[src/rtl/cru_queue.sv]
// ----------------------------------------------------------------------------
// cru_queue
// two-entry queue between the classifier and the compute engine
// ----------------------------------------------------------------------------
module cru_queue #(
  parameter int DW = 8
) (
  input  logic          clk,
  input  logic          rst,
  input  logic          push,
  input  logic [DW-1:0] wdata,
  output logic          full,
  output logic          valid,
  output logic [DW-1:0] rdata,
  input  logic          pop
);

  logic [DW-1:0] ent [2];
  logic          wr_ptr;
  logic          rd_ptr;
  logic [1:0]    count;

  assign full  = (count == 2'd2);
  assign valid = (count != 2'd0);
  assign rdata = ent[rd_ptr];

  always_ff @(posedge clk) begin
    if (push) begin
      ent[wr_ptr] <= wdata;
    end
    if (rst) begin
      wr_ptr <= 1'b0;
      rd_ptr <= 1'b0;
      count  <= 2'd0;
    end else begin
      if (push) begin
        wr_ptr <= ~wr_ptr;
      end
      if (pop) begin
        rd_ptr <= ~rd_ptr;
      end
      count <= count + {1'b0, push} - {1'b0, pop};
    end
  end

endmodule

[config.mk]
export PLATFORM = sky130hd
export DESIGN_NAME = cru_queue
export DESIGN_NICKNAME = d
export VERILOG_FILES = /design/src/rtl/cru_queue.sv
export SDC_FILE = /design/constraint.sdc
export NUM_CORES = 1
export LEC_CHECK = 0
export BUFFER_PORTS_ARGS = -buffer_cell sky130_fd_sc_hd__clkbuf_2
export CAP_MARGIN = 40
export CORE_MARGIN = 1
export CORE_UTILIZATION = 48
export DETAILED_ROUTE_END_ITERATION = 16
export GPL_TIMING_DRIVEN = 1
export PLACE_DENSITY = 0.74
export SLEW_MARGIN = 40
export SYNTH_ARGS = -nofsm -noshare
export SYNTH_HDL_FRONTEND = slang
export SYNTH_SLANG_ARGS = --single-unit
[constraint.sdc]
create_clock -name clk -period 1.8 [get_ports clk]
set_clock_uncertainty 0.15 [all_clocks]
set_input_delay 0 -clock clk [delete_from_list [all_inputs] [get_ports clk]]
set_output_delay 0 -clock clk [all_outputs]
set_load 0.01 [all_outputs]
# Yosys cells after proc, flatten, opt, wreduce, memory -nomap -nowiden
# Memories as Yosys holds them, arrays and structs flattened. A register that Yosys moved wholly into a read port is not among the register bits.
# Index checks and enable logic that the tools add are counted.
# word_totals
ff_bits,4
ram_bits,16
in_bits,12
n_memories,1
# mem_list
name,words,width,read_ports,rd_ports_with_merged_regs,wr,line,rtl
ent,2,8,1,1,1,18,logic [DW-1:0] ent [2];
# classes
eq_ne,1
mux,4
n_reduce_logical,1
addsub,2
n_bitwise,2
# ops
operator,n
1-bit 2-to-1 mux,4
2-bit by 1-bit adder with 2-bit output,1
2-bit equality test (second input constant),1
1-bit inverter,2
2-bit nonzero test,1
2-bit by 1-bit subtractor with 2-bit output,1

# Logic depth before layout (Yosys ltp)
# depth
ltp_word,3
ltp_mapped,6

# Worst setup path before layout
# OpenSTA, ideal clock, no wires.
# synth_path
kind,register -> register
from,register count[0]
to,register count[1]
arrival_time_ps,1022
stages_incl_launch_ff,7
n_path_buf,0
required_time_ps,1540
slack_ps,518
period_less_slack_ps,1282
path_cell_list,dfxtp_1 > inv_1 > ha_1 > inv_1 > ha_1 > xnor3_1 > nor2_1
# synth_via
elab_chain_len,2
# synth_rtl
element,line,rtl
start: declaration,21,logic [1:0] count;
start signal: assignment,42,"count <= count + {1'b0, push} - {1'b0, pop};"
2-bit by 1-bit adder with 2-bit output,42,
2-bit by 1-bit subtractor with 2-bit output,42,
# No other way between the ends.
# A chain may end at the register's enable or synchronous reset.

==> flow_summary.yaml <==
yosys:
  synth_edf_count: 16
  synth_compound_area_frac: 0
  seq_area_frac_synth: 0.731
  syn_area_per_cell_um2: 17.3
  yosysWarnings: 0
  synth_area_um2: 795
  synth_top_family_by_area: "multiplexers"
  synth_most_common_cell: "edfxtp_1"
  synth_fp_nets: 60
  async_flop_share: 0
  synth.area.top_cells: "edfxtp_1 60%, dfxtp_1 13%, mux2_1 11%, ha_1 3.1%, xnor3_1 2.8%"
  synthFlopType: "edfxtp_1"
  yosys-top-cells-count: "16 x edfxtp_1, 8 x mux2_1, 5 x dfxtp_1, 4 x nor2_1, 3 x nor2b_1"
  yosysTopAreaCellShare: 0.605
  synth-simple-area-share: 0.0583
  synth.largest_area_cell: "edfxtp_1"
  synthAdderAreaFrac: 0.0315
  post_synth_num_cell_types: 12
  synth_xor_area_frac: 0.0504
  synth_seq_cells: 21
  synth_cells: 46
  synth.area.mux_share: 0.113
critical_path:
  critical_path_class: "reg2out"
  timing.rr.start: "count[0]"
  crit_family: "flip-flops"
  critical_path.max_stage_delay_ns: 0.55
  crit_fanout: 8
  worst-path-buf-inv: 1
  start_kind: "register"
  arrival_ns: 1.35
  cpMaxStageDelayCell: "dfxtp_1"
  cp-end-kind: "output pin"
  r2r_setup_slack_ns: 0.44
  reg2reg_depth: 6
  reg2reg_to: "count[1]"
  required_ns: 1.65
  crit_chain: "mux2_1 -> clkbuf_2"
global_routing:
  antenna_found_initial: 0
  grt_pass1_vias: 471
  grt_pass1_wl_um: 1940
  grt_util_all_layers: 0.147
  grt_max_degree: 13
  overflow: 0
detailed_routing:
  firstDrtPassIters: 3
  num_vias: 462
  vias_per_cell: 4.71
  wl_um: 1140
  ant_nets: 0
  first_iter_violations: 2
  routedWlPerCell_um: 11.7
  drc: 0
cells_and_area:
  area_delta_synth_final_pct: 33.4
  fin_nets: 97
  fin_cells: 98
  finalInstanceArea_um2: 1060
  drive_above_1_share: 0.317
  num-fill-cells: 118
  antenna_cells: 0
timing:
  hold_viol: 0
  max_freq_ghz: 0.667
  final_max_slew_viol_count: 0
  rsz0062_at_grt: "no"
  finalSetupViolations: 0
  period_minus_slack_ns: 1.50
  worstMarginPinSlew_ns: 0.375
  whs_ns: 0.271
  final.period_utilization: 0.833
  fin_tns_setup_ns: 0
  max_slew_margin: 0.750
  finalWorstSetupSlack_ns: 0.301
clocking:
  cts-root-buf: "clkbuf_4"
  tritoncts: "yes"
  clk_latency_ns: 0.29
  clock-sinks: 21
  clk_path_buf_depth: 2
  path_clk_slew_ns: 0.11
  cts_max_level: 1
  cts_resized: 0
  numCtsBuffers: 3
  cts_setup_buffers: 0
hold_path:
  min_to: "ent[0][6]"
  min_path_type: "in2reg"
  hold_depth: 2
  hold_start: "wdata[6]"
power:
  power.internal_uw: 745
  swShare: 0.234
  combPwrFrac: 0.177
  peakVddDrop_mv: 0.623
  switching_power_uw: 228
  leakagePower_uw: 0.000441
  clock_power_share: 0.224
  p_seq_frac: 0.599
  pwr_density_cell_nw_per_um2: 919
placed_design:
  hpwl_um: 749
  placed_area_um2: 922
  io_buffers: 21
  place_congestion: 0.640
  dp_cells: 83
  place_ws_ns: 0.458
floorplan:
  rows: 14
  coreArea_um2: 1520
  die_area_um2: 1820
  dieWidth_um: 42.7
  die_h_um: 42.7
  boundaryPins: 22
  start_util: 0.521
flow_run:
  cap_viol_max_count: 0
status:
  status: "completed"
placed cells by master (no fill, tap or decap):
cell type / synthesis / layout
edfxtp_1: 16 / 16
clkinv_2: 0 / 1
xnor2_1: 2 / 2
dfxtp_1: 5 / 5
and2_1: 1 / 1
dlygate4sd3_1: 0 / 11
or2_1: 1 / 1
nor2b_1: 3 / 3
clkbuf_2: 0 / 21
nor2_1: 4 / 4
clkbuf_4: 0 / 3
mux2_1: 8 / 8
ha_1: 2 / 2
xnor3_1: 1 / 1
buf_4: 0 / 1
inv_1: 2 / 2
stage by stage:
step           utilization  total power (µW)
3_3_place_gp         0.605               745
2_1_floorplan            -               689
4_1_cts              0.695               985
6_report             0.695               974
3_5_place_dp         0.605               750
5_1_grt              0.695              1030
what timing repair did:
item,in CTS,in global routing
hold buffers,11,0
endpoints found under the hold margin,21,0
endpoints found under the setup margin,0,0
cell families (layout without fill, tap and decap cells):
| group | count (synthesis) | after routing |
|---|---|---|
| multiplexers | 8 | 8 |
| flip-flops | 21 | 21 |
| AND/OR/NAND/NOR | 9 | 9 |
| buffers and inverters | 3 | 39 |
| adder cells (fa/ha/maj) | 2 | 2 |
| XOR/XNOR | 3 | 3 |
worst max path at each step:
stage	cells after the start	startpoint	to	slack, ns
after floorplan	6	count[0]	count[1]	0.52
after global placement	6	count[0]	count[1]	0.49
after detailed placement	6	count[0]	count[1]	0.46
after CTS	2	register	rdata[5]	0.28
after global routing	2	register	rdata[5]	0.23
final	2	register	rdata[5]	0.30
flip-flops by register name, summed over array words and instances, names as in the netlist, named ones only:
signal,cells
ent,16
wr_ptr,1
count,2
rd_ptr,1
layer usage:
metal	share of wire	vias up	global-route usage	routed length, µm
li1	-	236	-	-
met1	0.43	211	0.198	496
met2	0.51	13	0.227	588
met3	0.042	2	0.0383	48
met4	0.0087	0	0.0563	10
met5	0	-	0	0
power by group through the flow:
| stage | clock network, µW | registers (µW) | logic (µW) |
|---|---|---|---|
| after floorplan | 0 | 585 | 104 |
| after global placement | 0 | 594 | 152 |
| after detailed placement | 0 | 596 | 154 |
| after CTS | 227 | 584 | 173 |
| after global routing | 248 | 589 | 192 |
| final | 218 | 583 | 173 |
area by class of cell:
class	instances	area, µm²	share of cell area
timing repair buffer	33	223	0.210
inverter	2	7.51	0.00708
multi-input combinational	22	201	0.190
clock buffer	3	22.5	0.0213
tap	16	20.0	0.0189
clock inverter	1	5.00	0.00472
sequential	21	581	0.548
Note: power is estimated with default switching activity, not from simulation.
