File: src/rtl/cru_pkg.sv
// ----------------------------------------------------------------------------
// cru_pkg
// shared types and constants of the catmull-rom bicubic upsampler
// ----------------------------------------------------------------------------
package cru_pkg;

  localparam int COORD_W  = 10;
  localparam int DIM_W    = 9;
  localparam int FACT_W   = 5;
  localparam int FACT_MAX = 16;
  localparam int LARGE_W  = 14;
  localparam int CFG_W    = 7;
  localparam int IDX_W    = 2;
  localparam int WT_W     = 16;
  localparam int DEN_W    = 27;

  localparam logic [IDX_W-1:0] REG_WIDTH  = 2'd0;
  localparam logic [IDX_W-1:0] REG_HEIGHT = 2'd1;
  localparam logic [IDX_W-1:0] REG_FACTOR = 2'd2;

  typedef enum logic [1:0] {
    K_LOAD  = 2'd0,
    K_QUERY = 2'd1,
    K_OOR   = 2'd2
  } kind_t;

  typedef struct packed {
    kind_t              kind;
    logic [COORD_W-1:0] col;
    logic [COORD_W-1:0] row;
  } q_meta_t;

  typedef struct packed {
    logic [DIM_W-1:0]  w;
    logic [DIM_W-1:0]  h;
    logic [FACT_W-1:0] f;
  } cfg_t;

  typedef struct packed {
    logic pop;
    logic busy;
  } bk_stat_t;

  typedef logic signed [WT_W-1:0] wt_t;

  // catmull-rom weight idx for t=r/f, scaled by 2f^3
  function automatic wt_t cr_wt(input logic [1:0] idx, input logic [11:0] rf2,
                                input logic [11:0] r2f, input logic [11:0] r3,
                                input logic [12:0] f3);
    wt_t a;
    wt_t b;
    wt_t c;
    wt_t d;
    wt_t res;
    a = wt_t'({4'b0, rf2});
    b = wt_t'({4'b0, r2f});
    c = wt_t'({4'b0, r3});
    d = wt_t'({3'b0, f3});
    case (idx)
      2'd0:    res = -a + (b <<< 1) - c;
      2'd1:    res = (d <<< 1) - (b <<< 2) - b + (c <<< 1) + c;
      2'd2:    res = a + (b <<< 2) - (c <<< 1) - c;
      default: res = c - b;
    endcase
    return res;
  endfunction

endpackage

File: src/rtl/cru_front.sv
// ----------------------------------------------------------------------------
// cru_front
// register file, input acceptance and classification of transactions
// ----------------------------------------------------------------------------
module cru_front import cru_pkg::*; #(
  parameter int MAX_DIM = 64
) (
  input  logic               clk,
  input  logic               rst,
  input  logic               cfg_wr_en,
  input  logic [IDX_W-1:0]   cfg_index,
  input  logic [CFG_W-1:0]   cfg_data,
  input  logic               in_valid,
  output logic               in_stall,
  input  logic               func,
  input  logic [COORD_W-1:0] col,
  input  logic [COORD_W-1:0] row,
  output logic               push,
  output q_meta_t            push_meta,
  input  logic               q_full,
  output cfg_t               cfg
);

  logic [CFG_W-1:0]   width_raw;
  logic [CFG_W-1:0]   height_raw;
  logic [FACT_W-1:0]  upsample_factor;
  logic [LARGE_W-1:0] large_w;
  logic [LARGE_W-1:0] large_h;
  logic [DIM_W-1:0]   w_next;
  logic [DIM_W-1:0]   h_next;
  logic [FACT_W-1:0]  f_next;
  logic               in_store;
  logic               out_range;

  function automatic logic [DIM_W-1:0] clamp_dim(input logic [CFG_W-1:0] v);
    logic [DIM_W-1:0] x;
    x = DIM_W'(v);
    if (x < DIM_W'(2)) begin
      x = DIM_W'(2);
    end else if (x > DIM_W'(MAX_DIM)) begin
      x = DIM_W'(MAX_DIM);
    end
    return x;
  endfunction

  always_comb begin
    w_next = clamp_dim(width_raw);
    h_next = clamp_dim(height_raw);
    if (upsample_factor < FACT_W'(2)) begin
      f_next = FACT_W'(2);
    end else if (upsample_factor > FACT_W'(FACT_MAX)) begin
      f_next = FACT_W'(FACT_MAX);
    end else begin
      f_next = upsample_factor;
    end
  end

  always_ff @(posedge clk) begin
    if (rst) begin
      width_raw       <= CFG_W'(24);
      height_raw      <= CFG_W'(24);
      upsample_factor <= FACT_W'(2);
    end else if (cfg_wr_en) begin
      case (cfg_index)
        REG_WIDTH:  width_raw       <= cfg_data;
        REG_HEIGHT: height_raw      <= cfg_data;
        REG_FACTOR: upsample_factor <= cfg_data[FACT_W-1:0];
        default: ;
      endcase
    end
    // derived geometry, settles in the cycle after a register write
    cfg.w   <= w_next;
    cfg.h   <= h_next;
    cfg.f   <= f_next;
    large_w <= LARGE_W'(f_next) * LARGE_W'(w_next - DIM_W'(1)) + LARGE_W'(1);
    large_h <= LARGE_W'(f_next) * LARGE_W'(h_next - DIM_W'(1)) + LARGE_W'(1);
  end

  assign in_store  = (DIM_W'(col) < DIM_W'(MAX_DIM)) && (col < COORD_W'(MAX_DIM))
                     && (DIM_W'(row) < DIM_W'(MAX_DIM)) && (row < COORD_W'(MAX_DIM));
  assign out_range = (LARGE_W'(col) >= large_w) || (LARGE_W'(row) >= large_h);

  assign in_stall = q_full;

  // loads outside the store are dropped here
  assign push = in_valid && !q_full && (func || in_store);

  always_comb begin
    push_meta.col = col;
    push_meta.row = row;
    if (!func) begin
      push_meta.kind = K_LOAD;
    end else if (out_range) begin
      push_meta.kind = K_OOR;
    end else begin
      push_meta.kind = K_QUERY;
    end
  end

endmodule

File: config.mk
export PLATFORM = sky130hd
export DESIGN_NAME = cru_front
export DESIGN_NICKNAME = d
export VERILOG_FILES = /design/src/rtl/cru_pkg.sv /design/src/rtl/cru_front.sv
export SDC_FILE = /design/constraint.sdc
export NUM_CORES = 1
export LEC_CHECK = 0
export ABC_AREA = 0
export BUFFER_PORTS_ARGS = -buffer_cell sky130_fd_sc_hd__buf_2
export CAP_MARGIN = 0
export CORE_ASPECT_RATIO = 0.7
export CORE_UTILIZATION = 60
export CTS_BUF_LIST = sky130_fd_sc_hd__clkbuf_4
export CTS_CLUSTER_DIAMETER = 120
export CTS_CLUSTER_SIZE = 10
export DETAILED_ROUTE_END_ITERATION = 6
export PLACE_DENSITY = 0.94
export RECOVER_POWER = 50
export SLEW_MARGIN = 20
export SYNTH_ARGS = -nofsm -noshare
export SYNTH_HDL_FRONTEND = slang
export SYNTH_SLANG_ARGS = --single-unit
File: constraint.sdc
create_clock -name clk -period 7.9 [get_ports clk]
set_clock_uncertainty 0.05 [all_clocks]
set_input_delay 1.58 -clock clk [delete_from_list [all_inputs] [get_ports clk]]
set_output_delay 1.58 -clock clk [all_outputs]
set_load 0.02 [all_outputs]
# After elaboration in Yosys (flattened, before gate mapping)
# Cells that the tools add are included.
# word_totals
register_bits,70
inputBits,35
# op_classes
addsub,4
mul,2
magnitude_cmp,12
n_eq_ne,2
n_mux,8
n_reduce_logical,12
# op_table
operator,count
"adder 14 x 1 -> 14 bit, second input constant",2
greater-or-equal comparator 10 x 14 -> 1 bit,2
multiplier 6 x 8 -> 14 bit,2
2-to-1 mux 7 bit,4
"less-than comparator 10 x 7 -> 1 bit, second input constant",2
"less-than comparator 9 x 7 -> 1 bit, second input constant",2
"subtractor 7 x 1 -> 8 bit, second input constant",2
"greater-than comparator 7 bit, second input constant",2
"less-than comparator 7 x 2 -> 1 bit, second input constant",2
2-to-1 mux 5 bit,2
AND reduction 2 bit,3
"greater-than comparator 5 bit, second input constant",1
logical AND 1 bit,5
"less-than comparator 5 x 2 -> 1 bit, second input constant",1
2-to-1 mux 2 bit,2
"== test 2 x 1 -> 1 bit, second input constant",1
"== test 2 bit, second input constant",1
zero test 2 bit,1
logical OR 1 bit,2
zero test 1 bit,1

# Depth between registers and ports, before layout
# logic_depth
depth_word,6
mapped_depth,21
depth_no_buf,21

# Least setup slack after synthesis
# Ideal clock, no wire load.
# synth_timing
path_kind,flip-flop to flip-flop
startpoint,reg height_raw[3]
endpoint,reg large_h[11]
arrival_time_ns,4.701
t_required_ns,7.778
path_slack_ns,3.077
path_stages_with_launch,18
n_path_buf,0
period_less_slack_ns,4.823
path_cell_list,dfxtp_1 -> nor4_1 -> a21oi_1 -> inv_1 -> ha_1 -> or3b_1 -> xor2_1 -> nor2_1 -> fa_1 -> inv_1 -> fa_1 -> fa_1 -> inv_1 -> ha_1 -> or4_1 -> o22ai_1 -> o21a_2 -> xnor2_1
# synth_between
elab_chain_len,6
# synth_rtl
item,line,rtl
start: declaration,cru_front.sv:25,logic [CFG_W-1:0] height_raw;
start signal: assignment,cru_front.sv:66,REG_HEIGHT: height_raw <= cfg_data;
greater-than comparator 7 bit,cru_front.sv:40,end else if (x > DIM_W'(MAX_DIM)) begin
2-to-1 mux 7 bit,cru_front.sv:40,
2-to-1 mux 7 bit (*),cru_front.sv:38,if (x < DIM_W'(2)) begin
named net h_next[0],cru_front.sv:30,logic [DIM_W-1:0] h_next;
subtractor 7 x 1 -> 8 bit (*),cru_front.sv:76,large_h <= LARGE_W'(f_next) * LARGE_W'(h_next - DIM_W'(1)) + LARGE_W'(1);
multiplier 6 x 8 -> 14 bit (*),cru_front.sv:76,
adder 14 x 1 -> 14 bit (*),cru_front.sv:76,
end signal: assignment,cru_front.sv:76,
end: declaration,cru_front.sv:28,logic [LARGE_W-1:0] large_h;
# Mark *: on every way through the listed nets, which the timed path passes. The rest lies on a longest branch.
# A chain may end at the register's enable or synchronous reset.

# Worst setup path after layout
# layout_timing
startpoint,reg width_raw[2]
endpoint,reg large_w[13]
# layout_between
elab_chain_len,6
# layout_rtl
item,line,rtl
start: declaration,cru_front.sv:24,logic [CFG_W-1:0] width_raw;
start signal: assignment,cru_front.sv:65,REG_WIDTH: width_raw <= cfg_data;
greater-than comparator 7 bit,cru_front.sv:40,
2-to-1 mux 7 bit,cru_front.sv:40,
2-to-1 mux 7 bit (*),cru_front.sv:38,
named net w_next[0],cru_front.sv:29,logic [DIM_W-1:0] w_next;
subtractor 7 x 1 -> 8 bit (*),cru_front.sv:75,large_w <= LARGE_W'(f_next) * LARGE_W'(w_next - DIM_W'(1)) + LARGE_W'(1);
multiplier 6 x 8 -> 14 bit (*),cru_front.sv:75,
adder 14 x 1 -> 14 bit (*),cru_front.sv:75,
end signal: assignment,cru_front.sv:75,
end: declaration,cru_front.sv:27,logic [LARGE_W-1:0] large_w;
# Marks and branches as above.

==> impl_metrics.ini <==
[power_and_ir_drop]
ir_drop_uv = 127
power_uw = 1010
power.density_nw_per_um2 = 163
leakagePower_uw = 0.00325

[synth]
ys_ff_latch = 66
syn_area_sq_um = 5700
yosys_most_used_dff = dfxtp_1
yosys.area.top_type_share_pct = 23.2
synth_cell_types = 55
yosysTopAreaCell = dfxtp_1
postSynth.asyncResetShare_pct = 0
yosys.cell_count.top_type = inv_1
yosys_warnings = 0
synth_area_leaders = dfxtp_1 23%, fa_1 18%, ha_1 17%
netlist_top_cells_count = 112 x inv_1, 100 x nor2_1, 77 x ha_1, 66 x dfxtp_1, 51 x fa_1
avgSynthCellArea_sq_um = 8.99
synthCells = 634
synth-edff-count = 0
ys_seq_area_share_pct = 23.2

[die]
ios = 82
die_area_sq_um = 9900
initial_core_util_pct = 62.4
rows = 29
die_h_um = 83.6
core_area_sq_um = 9140
die_x_um = 119

[critical_path]
path_max_fanout = 7
crit_arrival_ns = 5.64
end_kind = register
r2r_cells = 20
cp-start-kind = register
reg2reg_from = width_raw[2]
regToRegSetupSlack_ns = 2.53
path_class = register to register
required_ns = 8.18
r2r-end = large_w[13]

[hold_path]
hold_path_class = register to register
hold_path_end = cfg[4]
holdPathStages = 0
hp-start = upsample_factor[4]

[route]
first_pass_iters = 4
drt-initial-drc-count = 205
drc = 0
detail-route-antenna-nets = 0
vias = 4336
wl_per_cell_um = 13.5
postRouteWirelength_um = 11400
viasPerCell = 5.16

[finish]
num_antenna_cells = 0
multiInputGateArea_sq_um = 3810
syn2layout_area_growth_pct = 8.62
nets = 875
n_fill_cell = 725
final_util_pct = 67.7
drive_above_1_share_pct = 12.6
fin_cells = 840
seqCellArea_sq_um = 1320

[grt]
grt_pass1_wl_um = 19700
grt_overflow = 0
grt_pass1_vias = 4444
grt_max_degree = 20
track_usage_pct = 24.9
antenna_found_initial = 0

[sta]
worstMarginPinSlew_ns = 0.829
setup_violations = 0
final_max_slew_viol_count = 0
post-route-min-period_ns = 5.37
rsz0062_at_grt = no
finalHoldViolCount = 0
post-route-period-util_pct = 67.9
fin_hold_ws_ns = 0.339
tns_ns = 0
maxSlewHeadroom_pct = 44.7
fmax_mhz = 186

[clock_tree]
postCtsSetupRepairBufs = 0
htreeDepth = 3
cts_buffer_depth = 2
postCtsHoldBufs = 0
clock_latency_ns = 0.44
clk_pin_slew_ns = 0.11
cts_buffers = 9
cts_resized = 0
clock_sinks = 66
root_buffer = clkbuf_4
cts_tree = done

[placed_design]
gp_congestion = 0.881
placedCellCount = 825
io_buffers = 77
dp_hpwl_um = 9570

[run_status]
status = finished, final reports clean

[run]
cap_violations = 0
## cells in the final DEF (no fill, tap or decap), types with 17 or more instances in the layout
| cell type | instances |
|---|---|
| inv_1 | 112 |
| fa_1 | 51 |
| xnor2_1 | 24 |
| ha_1 | 77 |
| nor2_1 | 100 |
| conb_1 | 27 |
| clkbuf_1 | 17 |
| buf_2 | 63 |
| dfxtp_1 | 66 |
| a21oi_1 | 19 |
## cells by family after synthesis
| logic type | count (synthesis) | synth area share [%] |
|---|---|---|
| buffers and inverters | 151 | 11.6 |
| xor gates and xnor gates | 31 | 4.76 |
| and+or+nand+nor | 164 | 13.4 |
| AOI/OAI and AO/OA | 79 | 9.81 |
| DFF | 66 | 23.2 |
| muxes | 13 | 2.30 |
| adders and majority gates | 128 | 34.8 |
| other | 2 | 0.132 |
## how the worst max path moves through the flow
| stage | startpoint | slack, ns | depth (start not counted) | to |
|---|---|---|---|---|
| 6_report | width_raw[2] | 2.53 | 20 | large_w[13] |
| 5_1_grt | width_raw[2] | 2.07 | 20 | large_w[13] |
| 4_1_cts | width_raw[2] | 2.55 | 21 | large_w[13] |
| 3_5_place_dp | width_raw[3] | 2.58 | 21 | large_w[13] |
| 3_3_place_gp | height_raw[3] | 2.87 | 18 | large_h[11] |
| 2_1_floorplan | height_raw[3] | 3.08 | 17 | large_h[11] |
## where the power goes
group          total, uW  internal, uW  switching [uW]
registers            407           389            17.7
clock network        181          59.8             121
logic                419           184             236
total               1010           633             374
## stage by stage
stage               setup WS (ns)  cell area, sq um
finish                       2.53              6190
global route                 2.07              6190
CTS                          2.55              6220
detailed placement           2.58              6120
global placement             2.87              6120
floorplan                    3.08              5800
## sequential cells by signal, indices dropped and copies added (netlist names)
| name | cells |
|---|---|
| large_h | 14 |
| large_w | 14 |
| width_raw | 7 |
| upsample_factor | 5 |
| height_raw | 7 |
| cfg | 19 |
## cell type report
type | count | area share, %
Sequential cell | 66 | 21.3
Clock buffer | 9 | 1.09
Timing Repair Buffer | 80 | 6.12
Inverter | 113 | 6.85
Tap cell | 124 | 2.51
Clock inverter | 6 | 0.566
Multi-Input combinational cell | 442 | 61.5
## critical path, cell delays in order, from the launching register on
cell      delay, ns
dfxtp_1        0.38
nor3_1         0.27
nand2b_1       0.14
o211a_1        0.33
inv_1          0.09
ha_1           0.28
nand2_1        0.08
a21oi_1        0.36
nor2_1         0.13
fa_1           0.53
inv_1          0.05
fa_1           0.46
fa_1           0.55
inv_1          0.04
ha_1           0.36
a21oi_2        0.17
nor2_1         0.06
a311oi_2       0.40
o21ai_2        0.14
o41ai_2        0.25
xnor2_1        0.11
## routing by layer
metal  wire length [um]  track usage, %
met2               5440            42.7
met4                201            9.21
met3                820            6.01
met5                  0               0
met1               4900            30.3
No activity file was read; power rests on OpenSTA's default activity.
